### src/rtl/rhc_pkg.sv
// ----------------------------------------------------------------------------
// rhc_pkg
// Shared constants and types for the RGB to HSV converter.
// ----------------------------------------------------------------------------
package rhc_pkg;

  localparam int unsigned COLOR_BITS_DEF    = 8;
  localparam int unsigned HUE_FRAC_BITS_DEF = 8;

  // Integer bits of the hue: it spans 0 to 6 inclusive
  localparam int unsigned HUE_INT_BITS = 3;
  localparam int unsigned HUE_SECTORS  = 6;

  // Hue sector, chosen by which component is the minimum
  typedef enum logic [1:0] {
    SEC_RED_MIN   = 2'd0,
    SEC_GREEN_MIN = 2'd1,
    SEC_BLUE_MIN  = 2'd2
  } sector_e;

  // Forward control that travels with each pipeline stage
  typedef struct packed {
    logic valid;
    logic undef;
  } rhc_ctrl_t;

endpackage

### src/rtl/rhc_pix_if.sv
// ----------------------------------------------------------------------------
// rhc_pix_if
// Pixel channel: one RGB pixel per transaction.
// ----------------------------------------------------------------------------
interface rhc_pix_if #(
  parameter int unsigned COLOR_BITS = rhc_pkg::COLOR_BITS_DEF
);
  logic                  valid;
  logic                  ready;
  logic [COLOR_BITS-1:0] red;
  logic [COLOR_BITS-1:0] green;
  logic [COLOR_BITS-1:0] blue;

  modport source (output valid, output red, output green, output blue, input ready);
  modport sink   (input valid, input red, input green, input blue, output ready);
endinterface

### src/rtl/rhc_hsv_if.sv
// ----------------------------------------------------------------------------
// rhc_hsv_if
// HSV channel: one converted pixel per transaction.
// ----------------------------------------------------------------------------
interface rhc_hsv_if #(
  parameter int unsigned COLOR_BITS    = rhc_pkg::COLOR_BITS_DEF,
  parameter int unsigned HUE_FRAC_BITS = rhc_pkg::HUE_FRAC_BITS_DEF
);
  localparam int unsigned HueW = HUE_FRAC_BITS + rhc_pkg::HUE_INT_BITS;

  logic                  valid;
  logic                  ready;
  logic [HueW-1:0]       hue;
  logic [COLOR_BITS-1:0] saturation;
  logic [COLOR_BITS-1:0] brightness;
  logic                  hue_undefined;

  modport source (output valid, output hue, output saturation, output brightness,
                  output hue_undefined, input ready);
  modport sink   (input valid, input hue, input saturation, input brightness,
                  input hue_undefined, output ready);
endinterface

### src/rtl/rhc_front.sv
// ----------------------------------------------------------------------------
// rhc_front
// Two front stages: max/min and sector pick, then range, hue numerator
// and saturation dividend.
// ----------------------------------------------------------------------------
module rhc_front #(
  parameter int unsigned COLOR_BITS = rhc_pkg::COLOR_BITS_DEF
) (
  input  logic                      clk_i,
  input  logic                      rst_ni,
  input  logic                      valid_i,
  output logic                      ready_o,
  input  logic [COLOR_BITS-1:0]     red_i,
  input  logic [COLOR_BITS-1:0]     green_i,
  input  logic [COLOR_BITS-1:0]     blue_i,
  output rhc_pkg::rhc_ctrl_t        ctrl_o,
  input  logic                      ready_i,
  output logic [COLOR_BITS-1:0]     hi_o,
  output logic [COLOR_BITS-1:0]     d_o,
  output logic [COLOR_BITS+2:0]     num_o,
  output logic [2*COLOR_BITS-1:0]   y_o
);
  import rhc_pkg::*;

  localparam int unsigned CB = COLOR_BITS;

  // stage A
  logic              a_vld_q;
  logic [CB-1:0]     a_hi_q, a_hi_d, a_lo_q, a_lo_d;
  sector_e           a_sec_q, a_sec_d;
  logic signed [CB:0] a_diff_q, a_diff_d;
  logic              a_ready;

  // stage B
  logic              b_vld_q, b_undef_q;
  logic [CB-1:0]     b_hi_q, b_d_q, b_d_d;
  logic [CB+2:0]     b_num_q, b_num_d, b_bd;
  logic [2*CB-1:0]   b_y_q, b_y_d;
  logic signed [CB+3:0] b_num_s;

  always_comb begin
    a_hi_d = (red_i > green_i) ? red_i : green_i;
    if (blue_i > a_hi_d) a_hi_d = blue_i;
    a_lo_d = (red_i < green_i) ? red_i : green_i;
    if (blue_i < a_lo_d) a_lo_d = blue_i;

    if (red_i == a_lo_d) begin
      a_sec_d  = SEC_RED_MIN;
      a_diff_d = $signed({1'b0, green_i}) - $signed({1'b0, blue_i});
    end else if (green_i == a_lo_d) begin
      a_sec_d  = SEC_GREEN_MIN;
      a_diff_d = $signed({1'b0, blue_i}) - $signed({1'b0, red_i});
    end else begin
      a_sec_d  = SEC_BLUE_MIN;
      a_diff_d = $signed({1'b0, red_i}) - $signed({1'b0, green_i});
    end
  end

  assign ready_o = !a_vld_q || a_ready;
  assign a_ready = !b_vld_q || ready_i;

  always_ff @(posedge clk_i or negedge rst_ni) begin
    if (!rst_ni) begin
      a_vld_q <= 1'b0;
    end else if (ready_o) begin
      a_vld_q <= valid_i;
    end
  end

  always_ff @(posedge clk_i) begin
    if (ready_o && valid_i) begin
      a_hi_q   <= a_hi_d;
      a_lo_q   <= a_lo_d;
      a_sec_q  <= a_sec_d;
      a_diff_q <= a_diff_d;
    end
  end

  // base * d with base 3, 5 or 1 by shift and add
  always_comb begin
    b_d_d = a_hi_q - a_lo_q;
    case (a_sec_q)
      SEC_RED_MIN:   b_bd = ({3'b000, b_d_d} << 1) + {3'b000, b_d_d};
      SEC_GREEN_MIN: b_bd = ({3'b000, b_d_d} << 2) + {3'b000, b_d_d};
      SEC_BLUE_MIN:  b_bd = {3'b000, b_d_d};
      default:       b_bd = {3'b000, b_d_d};
    endcase
    b_num_s = $signed({1'b0, b_bd}) - $signed({{3{a_diff_q[CB]}}, a_diff_q});
    b_num_d = b_num_s[CB+2:0];
    // d * (2^CB - 1)
    b_y_d   = {b_d_d, {CB{1'b0}}} - {{CB{1'b0}}, b_d_d};
  end

  always_ff @(posedge clk_i or negedge rst_ni) begin
    if (!rst_ni) begin
      b_vld_q <= 1'b0;
    end else if (a_ready) begin
      b_vld_q <= a_vld_q;
    end
  end

  always_ff @(posedge clk_i) begin
    if (a_ready && a_vld_q) begin
      b_undef_q <= (a_hi_q == a_lo_q);
      b_hi_q    <= a_hi_q;
      b_d_q     <= b_d_d;
      b_num_q   <= b_num_d;
      b_y_q     <= b_y_d;
    end
  end

  assign ctrl_o.valid = b_vld_q;
  assign ctrl_o.undef = b_undef_q;
  assign hi_o         = b_hi_q;
  assign d_o          = b_d_q;
  assign num_o        = b_num_q;
  assign y_o          = b_y_q;

endmodule

### src/rtl/rhc_div_stage.sv
// ----------------------------------------------------------------------------
// rhc_div_stage
// One stage of the two restoring dividers: at most one hue quotient bit and
// at most one saturation quotient bit, found by compare and subtract of the
// shifted divisor.
// ----------------------------------------------------------------------------
module rhc_div_stage #(
  parameter int unsigned COLOR_BITS    = rhc_pkg::COLOR_BITS_DEF,
  parameter int unsigned HUE_FRAC_BITS = rhc_pkg::HUE_FRAC_BITS_DEF,
  parameter int unsigned STAGE         = 0
) (
  input  logic                                           clk_i,
  input  logic                                           rst_ni,
  input  rhc_pkg::rhc_ctrl_t                             ctrl_i,
  output logic                                           ready_o,
  input  logic [COLOR_BITS-1:0]                          hi_i,
  input  logic [COLOR_BITS-1:0]                          d_i,
  input  logic [COLOR_BITS+HUE_FRAC_BITS+2:0]            hr_i,
  input  logic [HUE_FRAC_BITS+rhc_pkg::HUE_INT_BITS-1:0] hq_i,
  input  logic [2*COLOR_BITS-1:0]                        sr_i,
  input  logic [COLOR_BITS-1:0]                          sq_i,
  output rhc_pkg::rhc_ctrl_t                             ctrl_o,
  input  logic                                           ready_i,
  output logic [COLOR_BITS-1:0]                          hi_o,
  output logic [COLOR_BITS-1:0]                          d_o,
  output logic [COLOR_BITS+HUE_FRAC_BITS+2:0]            hr_o,
  output logic [HUE_FRAC_BITS+rhc_pkg::HUE_INT_BITS-1:0] hq_o,
  output logic [2*COLOR_BITS-1:0]                        sr_o,
  output logic [COLOR_BITS-1:0]                          sq_o
);
  import rhc_pkg::*;

  localparam int unsigned CB = COLOR_BITS;
  localparam int unsigned QW = HUE_FRAC_BITS + HUE_INT_BITS;
  localparam int unsigned RW = COLOR_BITS + HUE_FRAC_BITS + HUE_INT_BITS;
  localparam int unsigned SW = 2 * COLOR_BITS;
  localparam int unsigned NS = (QW > CB) ? QW : CB;
  // bit weight handled here; the first stage takes the top bit
  localparam int unsigned BIT = NS - 1 - STAGE;

  rhc_ctrl_t       ctrl_q;
  logic [CB-1:0]   hi_q, d_q;
  logic [RW-1:0]   hr_q, hr_d;
  logic [QW-1:0]   hq_q, hq_d;
  logic [SW-1:0]   sr_q, sr_d;
  logic [CB-1:0]   sq_q, sq_d;

  generate
    if (BIT < QW) begin : g_hue
      logic [RW-1:0] dsh;
      logic          ge;
      always_comb begin
        dsh  = {{(RW-CB){1'b0}}, d_i} << BIT;
        ge   = (hr_i >= dsh);
        hr_d = ge ? (hr_i - dsh) : hr_i;
        hq_d = hq_i;
        hq_d[BIT] = ge;
      end
    end else begin : g_hue_idle
      assign hr_d = hr_i;
      assign hq_d = hq_i;
    end

    if (BIT < CB) begin : g_sat
      logic [SW-1:0] hsh;
      logic          ge;
      always_comb begin
        hsh  = {{(SW-CB){1'b0}}, hi_i} << BIT;
        ge   = (sr_i >= hsh);
        sr_d = ge ? (sr_i - hsh) : sr_i;
        sq_d = sq_i;
        sq_d[BIT] = ge;
      end
    end else begin : g_sat_idle
      assign sr_d = sr_i;
      assign sq_d = sq_i;
    end
  endgenerate

  assign ready_o = !ctrl_q.valid || ready_i;

  always_ff @(posedge clk_i or negedge rst_ni) begin
    if (!rst_ni) begin
      ctrl_q <= '0;
    end else if (ready_o) begin
      ctrl_q <= ctrl_i;
    end
  end

  always_ff @(posedge clk_i) begin
    if (ready_o && ctrl_i.valid) begin
      hi_q <= hi_i;
      d_q  <= d_i;
      hr_q <= hr_d;
      hq_q <= hq_d;
      sr_q <= sr_d;
      sq_q <= sq_d;
    end
  end

  assign ctrl_o = ctrl_q;
  assign hi_o   = hi_q;
  assign d_o    = d_q;
  assign hr_o   = hr_q;
  assign hq_o   = hq_q;
  assign sr_o   = sr_q;
  assign sq_o   = sq_q;

endmodule

### src/rtl/rgb_to_hsv_converter.sv
// ----------------------------------------------------------------------------
// rgb_to_hsv_converter
// RGB to HSV pixel converter, fully pipelined.
// ----------------------------------------------------------------------------
// Takes one pixel per clock and returns one HSV pixel per clock while the
// output is not stalled. Between accepted pixel and presented result, two
// front stages find max, min and the sector, then one stage per bit of the
// wider quotient serves the restoring hue and saturation dividers together,
// then the output register. The hue is fixed point on [0,6] with HUE_FRAC_BITS
// fraction bits, truncated; hue and saturation are 0 and hue_undefined is set
// when all components are equal. Stalls are taken stage by stage, so empty
// stages still fill while a result waits at the output.
// ----------------------------------------------------------------------------
module rgb_to_hsv_converter #(
  parameter int unsigned COLOR_BITS    = rhc_pkg::COLOR_BITS_DEF,
  parameter int unsigned HUE_FRAC_BITS = rhc_pkg::HUE_FRAC_BITS_DEF
) (
  input  logic      clk_i,
  input  logic      rst_ni,
  rhc_pix_if.sink   pixel_i,
  rhc_hsv_if.source hsv_o
);
  import rhc_pkg::*;

  localparam int unsigned CB  = COLOR_BITS;
  localparam int unsigned QW  = HUE_FRAC_BITS + HUE_INT_BITS;
  localparam int unsigned RW  = COLOR_BITS + HUE_FRAC_BITS + HUE_INT_BITS;
  localparam int unsigned SW  = 2 * COLOR_BITS;
  localparam int unsigned NS  = (QW > CB) ? QW : CB;
  localparam logic [QW-1:0] HueMax = QW'(HUE_SECTORS << HUE_FRAC_BITS);

  rhc_ctrl_t      ctrl [NS+1];
  logic           rdy  [NS+1];
  logic [CB-1:0]  hi   [NS+1];
  logic [CB-1:0]  dd   [NS+1];
  logic [RW-1:0]  hr   [NS+1];
  logic [QW-1:0]  hq   [NS+1];
  logic [SW-1:0]  sr   [NS+1];
  logic [CB-1:0]  sq   [NS+1];
  logic [CB+2:0]  num;

  rhc_front #(
    .COLOR_BITS (COLOR_BITS)
  ) u_front (
    .clk_i   (clk_i),
    .rst_ni  (rst_ni),
    .valid_i (pixel_i.valid),
    .ready_o (pixel_i.ready),
    .red_i   (pixel_i.red),
    .green_i (pixel_i.green),
    .blue_i  (pixel_i.blue),
    .ctrl_o  (ctrl[0]),
    .ready_i (rdy[0]),
    .hi_o    (hi[0]),
    .d_o     (dd[0]),
    .num_o   (num),
    .y_o     (sr[0])
  );

  // hue dividend is the numerator scaled by the fraction bits
  assign hr[0] = {num, {HUE_FRAC_BITS{1'b0}}};
  assign hq[0] = '0;
  assign sq[0] = '0;

  generate
    for (genvar k = 0; k < NS; k++) begin : g_div
      rhc_div_stage #(
        .COLOR_BITS    (COLOR_BITS),
        .HUE_FRAC_BITS (HUE_FRAC_BITS),
        .STAGE         (k)
      ) u_stage (
        .clk_i   (clk_i),
        .rst_ni  (rst_ni),
        .ctrl_i  (ctrl[k]),
        .ready_o (rdy[k]),
        .hi_i    (hi[k]),
        .d_i     (dd[k]),
        .hr_i    (hr[k]),
        .hq_i    (hq[k]),
        .sr_i    (sr[k]),
        .sq_i    (sq[k]),
        .ctrl_o  (ctrl[k+1]),
        .ready_i (rdy[k+1]),
        .hi_o    (hi[k+1]),
        .d_o     (dd[k+1]),
        .hr_o    (hr[k+1]),
        .hq_o    (hq[k+1]),
        .sr_o    (sr[k+1]),
        .sq_o    (sq[k+1])
      );
    end
  endgenerate

  // output register
  logic          out_vld_q;
  logic [QW-1:0] hue_q;
  logic [CB-1:0] sat_q, bri_q;
  logic          undef_q;

  assign rdy[NS] = !out_vld_q || hsv_o.ready;

  always_ff @(posedge clk_i or negedge rst_ni) begin
    if (!rst_ni) begin
      out_vld_q <= 1'b0;
    end else if (rdy[NS]) begin
      out_vld_q <= ctrl[NS].valid;
    end
  end

  always_ff @(posedge clk_i) begin
    if (rdy[NS] && ctrl[NS].valid) begin
      hue_q   <= ctrl[NS].undef ? '0 : hq[NS];
      sat_q   <= ctrl[NS].undef ? '0 : sq[NS];
      bri_q   <= hi[NS];
      undef_q <= ctrl[NS].undef;
    end
  end

  assign hsv_o.valid         = out_vld_q;
  assign hsv_o.hue           = hue_q;
  assign hsv_o.saturation    = sat_q;
  assign hsv_o.brightness    = bri_q;
  assign hsv_o.hue_undefined = undef_q;

  // grey pixels carry no hue or saturation
  a_undef_zero : assert property (@(posedge clk_i) disable iff (!rst_ni)
    hsv_o.valid && hsv_o.hue_undefined |-> hsv_o.hue == '0 && hsv_o.saturation == '0)
    else $error("undefined hue with nonzero hue or saturation");

  // divider result stays within six sectors
  a_hue_range : assert property (@(posedge clk_i) disable iff (!rst_ni)
    hsv_o.valid && !hsv_o.hue_undefined |-> hsv_o.hue <= HueMax)
    else $error("hue beyond full circle");

  // a coloured pixel has a nonzero maximum
  a_bri_nonzero : assert property (@(posedge clk_i) disable iff (!rst_ni)
    hsv_o.valid && !hsv_o.hue_undefined |-> hsv_o.brightness != '0)
    else $error("defined hue with zero brightness");

  // the last stage only stalls behind a result that is not taken
  a_stall_cause : assert property (@(posedge clk_i) disable iff (!rst_ni)
    !rdy[NS] |-> hsv_o.valid && !hsv_o.ready)
    else $error("pipeline stalled without a blocked transaction");

endmodule

### src/flat_wrapper.sv
// flat-port wrapper written by rule: the top's interface ports become plain ports
module rgb_to_hsv_converter_flat import rhc_pkg::*;
#(
  parameter int unsigned COLOR_BITS    = rhc_pkg::COLOR_BITS_DEF,
  parameter int unsigned HUE_FRAC_BITS = rhc_pkg::HUE_FRAC_BITS_DEF
)
  (clk_i, rst_ni, pixel_i_valid, pixel_i_red, pixel_i_green, pixel_i_blue, pixel_i_ready, hsv_o_valid, hsv_o_hue, hsv_o_saturation, hsv_o_brightness, hsv_o_hue_undefined, hsv_o_ready);
  rhc_pix_if #(.COLOR_BITS(COLOR_BITS)) pixel_i_i ();
  rhc_hsv_if #(.COLOR_BITS(COLOR_BITS), .HUE_FRAC_BITS(HUE_FRAC_BITS)) hsv_o_i ();
  input  logic clk_i;
  input  logic rst_ni;
  input wire logic [$bits(pixel_i_i.valid)-1:0] pixel_i_valid;
  input wire logic [$bits(pixel_i_i.red)-1:0] pixel_i_red;
  input wire logic [$bits(pixel_i_i.green)-1:0] pixel_i_green;
  input wire logic [$bits(pixel_i_i.blue)-1:0] pixel_i_blue;
  output wire logic [$bits(pixel_i_i.ready)-1:0] pixel_i_ready;
  output wire logic [$bits(hsv_o_i.valid)-1:0] hsv_o_valid;
  output wire logic [$bits(hsv_o_i.hue)-1:0] hsv_o_hue;
  output wire logic [$bits(hsv_o_i.saturation)-1:0] hsv_o_saturation;
  output wire logic [$bits(hsv_o_i.brightness)-1:0] hsv_o_brightness;
  output wire logic [$bits(hsv_o_i.hue_undefined)-1:0] hsv_o_hue_undefined;
  input wire logic [$bits(hsv_o_i.ready)-1:0] hsv_o_ready;
  assign pixel_i_i.valid = pixel_i_valid;
  assign pixel_i_i.red = pixel_i_red;
  assign pixel_i_i.green = pixel_i_green;
  assign pixel_i_i.blue = pixel_i_blue;
  assign pixel_i_ready = pixel_i_i.ready;
  assign hsv_o_valid = hsv_o_i.valid;
  assign hsv_o_hue = hsv_o_i.hue;
  assign hsv_o_saturation = hsv_o_i.saturation;
  assign hsv_o_brightness = hsv_o_i.brightness;
  assign hsv_o_hue_undefined = hsv_o_i.hue_undefined;
  assign hsv_o_i.ready = hsv_o_ready;
  rgb_to_hsv_converter #(.COLOR_BITS(COLOR_BITS), .HUE_FRAC_BITS(HUE_FRAC_BITS)) u_core (.clk_i(clk_i), .rst_ni(rst_ni), .pixel_i(pixel_i_i), .hsv_o(hsv_o_i));
endmodule
### config.mk
export PLATFORM = sky130hd
export DESIGN_NAME = rgb_to_hsv_converter_flat
export DESIGN_NICKNAME = d
export VERILOG_FILES = /design/src/rtl/rhc_pkg.sv /design/src/rtl/rhc_pix_if.sv /design/src/rtl/rhc_hsv_if.sv /design/src/rtl/rhc_front.sv /design/src/rtl/rhc_div_stage.sv /design/src/rtl/rgb_to_hsv_converter.sv /design/src/flat_wrapper.sv
export SDC_FILE = /design/constraint.sdc
export NUM_CORES = 1
export LEC_CHECK = 0
export BUFFER_PORTS_ARGS = -buffer_cell sky130_fd_sc_hd__buf_4
export CAP_MARGIN = 20
export CORE_MARGIN = 4
export CORE_UTILIZATION = 25
export CTS_CLUSTER_SIZE = 40
export DETAILED_ROUTE_END_ITERATION = 8
export GPL_TIMING_DRIVEN = 0
export PLACE_DENSITY = 0.36
export SYNTH_ARGS = -nofsm -noshare
export SYNTH_HDL_FRONTEND = slang
export SYNTH_SLANG_ARGS = --single-unit
### constraint.sdc
create_clock -name clk_i -period 5.6 [get_ports clk_i]
set_clock_uncertainty 0.05 [all_clocks]
set_input_delay 1.68 -clock clk_i [delete_from_list [all_inputs] [get_ports clk_i]]
set_output_delay 1.68 -clock clk_i [all_outputs]
set_load 0.005 [all_outputs]
# Word-level counts from Yosys, hierarchy flattened
# Cells that the tools add are included.
[word_totals]
reg_bits = 744
latch_bits = 0
mem_bits_rw = 0
romBits = 0
input_bits = 28
output_inout_bits = 30
elab_cells = 219
memories = 0
[op_classes]
n_addsub = 25
mul = 0
n_div = 0
magnitude_cmp = 23
n_eq_ne = 4
shifts = 0
n_mux = 25
n_bitwise = 0
n_reduce_logical = 43
[ops]
columns = ["op", "count"]
rows = [
  ["2-to-1 mux 19 bit", 10],
  ["2-to-1 mux 16 bit", 7],
  ["2-to-1 mux 8 bit", 4],
  ["subtractor 8 x 8 -> 9 bit", 3],
  ["== test 8 bit", 3],
  ["one-hot mux 11 bit (2 select lines)", 1],
  [">= comparator 19 x 10 -> 1 bit", 1],
  [">= comparator 19 x 11 -> 1 bit", 1],
  [">= comparator 19 x 12 -> 1 bit", 1],
  [">= comparator 19 x 13 -> 1 bit", 1],
  [">= comparator 19 x 14 -> 1 bit", 1],
  [">= comparator 19 x 15 -> 1 bit", 1],
  [">= comparator 19 x 16 -> 1 bit", 1],
  [">= comparator 19 x 17 -> 1 bit", 1],
  [">= comparator 19 x 18 -> 1 bit", 1],
  [">= comparator 19 x 8 -> 1 bit", 1],
  [">= comparator 19 x 9 -> 1 bit", 1],
  ["subtractor 19 x 10 -> 19 bit", 1],
  ["subtractor 19 x 11 -> 19 bit", 1],
  ["subtractor 19 x 12 -> 19 bit", 1],
  ["subtractor 19 x 13 -> 19 bit", 1],
  ["subtractor 19 x 14 -> 19 bit", 1],
  ["subtractor 19 x 15 -> 19 bit", 1],
  ["subtractor 19 x 16 -> 19 bit", 1],
  ["other kinds (32)", 74],
]

# Depth between registers and ports, before layout
[logic_depth]
ltp_word = 16
mapped_depth = 23
mapped_depth_nobuf = 23

# Cells and area by module
# From an unflattened synthesis, not the netlist that was laid out.
[unflattened]
cells_unflattened = 3270
area_unflattened_um2 = 43654.4
[by_module_without_submodules]
columns = ["module", "instances", "cells_per_inst", "area_per_inst_um2", "seq_area_each_um2"]
rows = [
  ["rhc_front", 1, 676, 6608.8, 2152.1],
  ["rhc_div_stage (u_core.g_div[8].u_stage)", 1, 285, 3577.2, 2152.1],
  ["rhc_div_stage (u_core.g_div[7].u_stage)", 1, 262, 3567.2, 2152.1],
  ["rhc_div_stage (u_core.g_div[9].u_stage)", 1, 278, 3544.6, 2152.1],
  ["rhc_div_stage (u_core.g_div[6].u_stage)", 1, 273, 3529.6, 2152.1],
  ["rhc_div_stage (u_core.g_div[10].u_stage)", 1, 274, 3500.9, 2152.1],
  ["rhc_div_stage (u_core.g_div[5].u_stage)", 1, 247, 3384.5, 2152.1],
  ["rhc_div_stage (u_core.g_div[4].u_stage)", 1, 244, 3313.2, 2152.1],
  ["rhc_div_stage (u_core.g_div[3].u_stage)", 1, 228, 3274.4, 2152.1],
  ["rhc_div_stage (u_core.g_div[2].u_stage)", 1, 155, 2811.4, 2152.1],
  ["rhc_div_stage (u_core.g_div[0].u_stage)", 1, 145, 2760.1, 2152.1],
  ["rhc_div_stage (u_core.g_div[1].u_stage)", 1, 150, 2757.6, 2152.1],
  ["rgb_to_hsv_converter", 1, 53, 1024.7, 865.8],
]

# Worst setup path after synthesis
# No wires, ideal clock.
[synth_path]
kind = "input port to flip-flop"
from = "input port pixel_i_green[6]"
to = "register u_core.u_front.a_diff_q[3] (data pin)"
setup_ns = 0.261
t_arrival_ns = 5.411
required_ns = 5.289
slack_ns = -0.122
path_stages = 19
n_path_buf = 2
cell_sequence = "inv_1 ha_1 a21oi_1 o221ai_2 nor2_2 buf_6 mux2i_1 ha_1 a21o_1 a21oi_1 o21ai_1 a21oi_4 mux2_2 xnor2_1 nand4_1 nor4_2 buf_6 mux2i_1 mux2i_1"
[synth_between]
elab_chain_cells = 7
word_cells_on_any_way = 8
classes_between = "2 x order compare; 2 x eq/ne; 4 x mux"
[synth_rtl]
columns = ["element", "line", "source"]
rows = [
  ["from (decl)", "flat_wrapper.sv:14", "input wire logic [$bits(pixel_i_i.green)-1:0] pixel_i_green;"],
  ["less-than comparator 8 bit", "rhc_front.sv:44", "a_lo_d = (red_i < green_i) ? red_i : green_i;"],
  ["2-to-1 mux 8 bit", "rhc_front.sv:44", ""],
  ["less-than comparator 8 bit", "rhc_front.sv:45", "if (blue_i < a_lo_d) a_lo_d = blue_i;"],
  ["2-to-1 mux 8 bit", "rhc_front.sv:45", ""],
  ["== test 8 bit", "rhc_front.sv:50", "end else if (green_i == a_lo_d) begin"],
  ["2-to-1 mux 9 bit", "rhc_front.sv:50", ""],
  ["2-to-1 mux 9 bit *", "rhc_front.sv:47", "if (red_i == a_lo_d) begin"],
  ["net u_core.u_front.a_diff_d[3]", "rhc_front.sv:31", "logic signed [CB:0] a_diff_q, a_diff_d;"],
  ["to (signal assigned)", "rhc_front.sv:75", "a_diff_q <= a_diff_d;"],
  ["to (decl)", "rhc_front.sv:31", ""],
]
# Mark *: on every way through the listed nets, which the timed path passes. The rest lies on a longest branch.
# A chain may end at the register's enable or synchronous reset.

# Worst setup path after layout
[layout_path]
from = "input port pixel_i_green[1]"
to = "register u_core.u_front.a_sec_q[0] (data pin)"
[layout_between]
elab_chain_cells = 6
word_cells_on_any_way = 7
classes_between = "2 x order compare; 2 x eq/ne; 3 x mux"
[layout_rtl]
columns = ["element", "line", "source"]
rows = [
  ["less-than comparator 8 bit", "rhc_front.sv:44", ""],
  ["2-to-1 mux 8 bit", "rhc_front.sv:44", ""],
  ["less-than comparator 8 bit", "rhc_front.sv:45", ""],
  ["2-to-1 mux 8 bit", "rhc_front.sv:45", ""],
  ["== test 8 bit", "rhc_front.sv:50", ""],
  ["2-to-1 mux 2 bit", "rhc_front.sv:50", ""],
  ["to (signal assigned)", "rhc_front.sv:74", "a_sec_q <= a_sec_d;"],
  ["to (decl)", "rhc_front.sv:30", "sector_e a_sec_q, a_sec_d;"],
]
# Parallel ways exist; a longest one is shown, timed or not.

==> run_results.csv <==
group,metric,value,unit
synth,post_synth_main_area_contributors,"edfxtp_1, ha_1, inv_1",
clock_tree,clk_path_buf_depth,3,
hold_path,hold_path.class,"reg -> reg",
clock_tree,clock-root-buffer,"clkbuf_16",
route,vias,20100,
grt,wire_length_of_the_first_global_routing_pass,115000,um
layout,final_std_cell_area_no_fill,40200,um2
grt,grt_overflow_total,0,
floorplan,core_area,134000,um2
power_and_ir_drop,switching_power_share_of_the_total,0.333,
clock_tree,tritoncts_buffer_count,83,
synth,ys_async_sr_fraction,0.0367,
route,firstDrtPassIters,5,
run,cap_violations,0,
synth,syn-mean-instance-area,12.5,um2
synth,post_synth_num_cell_types,75,
route,avgRoutedWirePerCell,15.1,um
synth,synth_area,33900,um2
synth,synth.top_cell.area_share,0.581,
synth,synthesis_warnings,0,
placement,place.port_buffers,57,
synth,syn-num-nets,3004,
timing,hold_viol_final,0,
setup_path,maximum_fanout_encountered_on_the_critical_timing_path,10,
timing,grt_setup_unrepaired,"yes",
placement,detailed_place.area,36900,um2
route,vias_per_cell,4.24,
power_and_ir_drop,cell_internal_pwr,13800,uW
layout,fin_nets,3187,
placement,dpl.hpwl,54500,um
setup_path,crit_chain,"buf_12 -> clkinvlp_4 -> ha_4 -> nand3b_1 -> a211oi_4 -> nor2_4 -> buf_8 -> mux2i_2 -> ha_1 -> nand4_1 -> nor2_2 -> o31a_1 -> a21oi_4 -> buf_12 -> buf_4 -> mux2_4 -> xnor2_1 -> nor4_1 -> nand4_1 -> buf_4 -> buf_6 -> and2_2",
power_and_ir_drop,net-switching-power,6870,uW
setup_path,timing.critical_path.from_type,"input port",
grt,first_global_vias,21500,
synth,share_of_the_yosys_chip_area_belonging_to_registers,0.599,
timing,final.min_clock_period,5520,ps
floorplan,dieArea,142000,um2
layout,antennaDiodeCount,0,
clock_tree,clock_sinks,681,
power_and_ir_drop,comb_power_share,0.339,
timing,final.period_utilization,0.986,
grt,grt_usage,0.102,
power_and_ir_drop,power_density,513,nW/um2
power_and_ir_drop,sequentialPowerShare,0.407,
setup_path,cpMaxStageDelayCell,"a211oi_4",
placement,cell_count_post_placement,4560,
setup_path,criticalPathCategory,"in -> reg",
layout,instances_no_fill,4743,
floorplan,dieWidth,376,um
floorplan,effective_utilization_at_floorplan,0.253,
setup_path,critPathTopFamily,"simple AND/OR/NAND/NOR gates",
setup_path,critical_path_arrival,5880,ps
power_and_ir_drop,worst_ir_drop_vdd,0.215,mV
floorplan,core.rowCount,134,
synth,yosys.area.top_type,"edfxtp_1",
layout,drive_gt1_frac,0.115,
floorplan,io_pins,58,
layout,fill_cells,13600,
clock_tree,h_tree_lvls,3,
placement,place_worst_setup_slack,-1550,ps
synth,number_of_enable_flip_flop_cells_after_synthesis,656,
timing,worst-slew-pin-transition,937,ps
setup_path,crit_path_max_incr_delay,370,ps
run_status,status,"completed",
synth,netlist_instances,2724,
placement,globalplace.congestion,0.848,
synth,synth.most_common_cell,"edfxtp_1",
synth,synth_flop_cell,"edfxtp_1",
synth,synth_commonest_cells,"edfxtp_1, inv_1, ha_1",
timing,max_freq,0.181,GHz
layout,layout-area-overhead-vs-synth,18.5,%
floorplan,floorplan.die.height,376,um
route,first_iter_violations,753,
clock_tree,tritoncts,"done",
route,drc,0,
setup_path,timing.critical_path.required,5950,ps
timing,report.final.setup_viol,0,
clock_tree,clk_pin_slew,60,ps
power_and_ir_drop,power_frac_clock,0.254,
synth,synth.ff_latch_count,681,
setup_path,endpoint_kind,"flip-flop",
route,routed_wirelength,71600,um
setup_path,path_buf_inv,7,
grt,pin_count_of_the_biggest_net_entering_global_routing,64,
power_and_ir_drop,static_leak,0.0156,uW
timing,slew_violations,0,
timing,setup_tns,0,ps
timing,postLayoutSetupSlackWorst,78.5,ps
grt,grt_antenna_before_repair,0,
clock_tree,clk_latency,670,ps
timing,timing.max_slew.rel_slack,0.371,
route,ant_nets,0,
==> final timing paths <==
| kind | to | from | slack, ps | depth (start not counted) |
|---|---|---|---|---|
| min | u_core.g_div[5].u_stage.hq_o[10] | u_core.g_div[4].u_stage.hq_o[10] | 330 | 0 |
| max reg2reg | u_core.u_front.num_o[10] | u_core.u_front.a_hi_q[0] | 440 | 21 |
| max | u_core.u_front.a_sec_q[0] | pixel_i_green[1] | 80 | 22 |
| min in group asynchronous | u_core.hsv_o.valid | rst_ni | 870 | 1 |
| min reg2reg | u_core.g_div[5].u_stage.hq_o[10] | u_core.g_div[4].u_stage.hq_o[10] | 330 | 0 |
| max in group asynchronous | u_core.g_div[3].u_stage.ctrl_o[1] | rst_ni | 4360 | 1 |
==> metrics by stage <==
| step | util | hold WS (ps) | power [uW] |
|---|---|---|---|
| floorplan | - | 350 | 13400 |
| global placement | 0.273 | 351 | 15300 |
| detailed placement | 0.275 | 355 | 15400 |
| CTS | 0.297 | 326 | 20900 |
| global route | 0.300 | 331 | 22200 |
| finish | 0.300 | 329 | 20600 |
==> state kept, by name, summed over array words and instances (netlist names), 9 cells and up <==
signal,flops
u_core.g_div.u_stage.sq_o,36
u_core.u_front.num_o,11
u_core.g_div.u_stage.ctrl_o,22
u_core.u_front.y_o,15
u_core.g_div.u_stage.sr_o,150
u_core.u_front.a_diff_q,9
u_core.g_div.u_stage.hr_o,138
u_core.g_div.u_stage.hq_o,66
u_core.g_div.u_stage.d_o,80
u_core.hsv_o.hue,11
u_core.g_div.u_stage.hi_o,88
==> per-layer routing <==
| layer | GRT usage | routed length (um) | vias to the layer above |
|---|---|---|---|
| li1 | - | - | 10100 |
| met1 | 0.108 | 28100 | 9578 |
| met2 | 0.198 | 38900 | 248 |
| met3 | 0.0200 | 2090 | 148 |
| met4 | 0.0367 | 2520 | 0 |
| met5 | 0 | 0 | - |
==> timing repair <==
action,in CTS,in global routing
pin swaps,7,14
hold buffers,0,0
setup endpoints to repair,14,14
gates resized for setup,22,52
buffers inserted,9,18
cloned,0,1
==> area by class of cell <==
class | instances | area, um2 | area share
Tap cell | 1768 | 2210 | 0.0550
Inverter | 326 | 1240 | 0.0308
Multi-Input combinational cell | 1687 | 12700 | 0.316
Clock buffer | 98 | 2180 | 0.0541
Clock inverter | 55 | 482 | 0.0120
Sequential cell | 681 | 20300 | 0.505
Timing Repair Buffer | 98 | 940 | 0.0234
Buffer | 30 | 148 | 0.00367
==> layout by cell type (no fill, tap or decap), types with 28 or more instances in the layout <==
cell / instances
a21boi_0: 36
a21o_1: 61
a21oi_1: 157
buf_4: 80
clkbuf_1: 37
clkbuf_16: 86
edfxtp_1: 656
ha_1: 219
inv_1: 317
mux2_2: 28
mux2i_1: 31
nand2_1: 120
nand2b_1: 60
nand3_1: 49
nand4_1: 37
nor2_1: 181
nor2b_1: 66
nor3_1: 46
nor4_1: 28
o21ai_0: 134
xnor2_1: 123
xor2_1: 66
==> power groups by stage <==
stage          Combinational, uW  Sequential (uW)  Clock (uW)
3_5_place_dp                6900             8520           0
6_report                    7000             8390        5230
5_1_grt                     7970             8560        5690
4_1_cts                     6990             8420        5490
3_3_place_gp                6710             8570           0
2_1_floorplan               5150             8230           0
==> cells by family after synthesis <==
family	count (synthesis)	share of synthesized area
adder cells (fa/ha/maj)	252	0.0983
AO/OA/AOI/OAI	481	0.0856
XOR/XNOR	201	0.0527
AND/OR/NAND/NOR	681	0.102
buffers and inverters	356	0.0399
multiplexers	72	0.0226
flip-flops	681	0.599
Note: power is estimated with default switching activity, not from simulation.
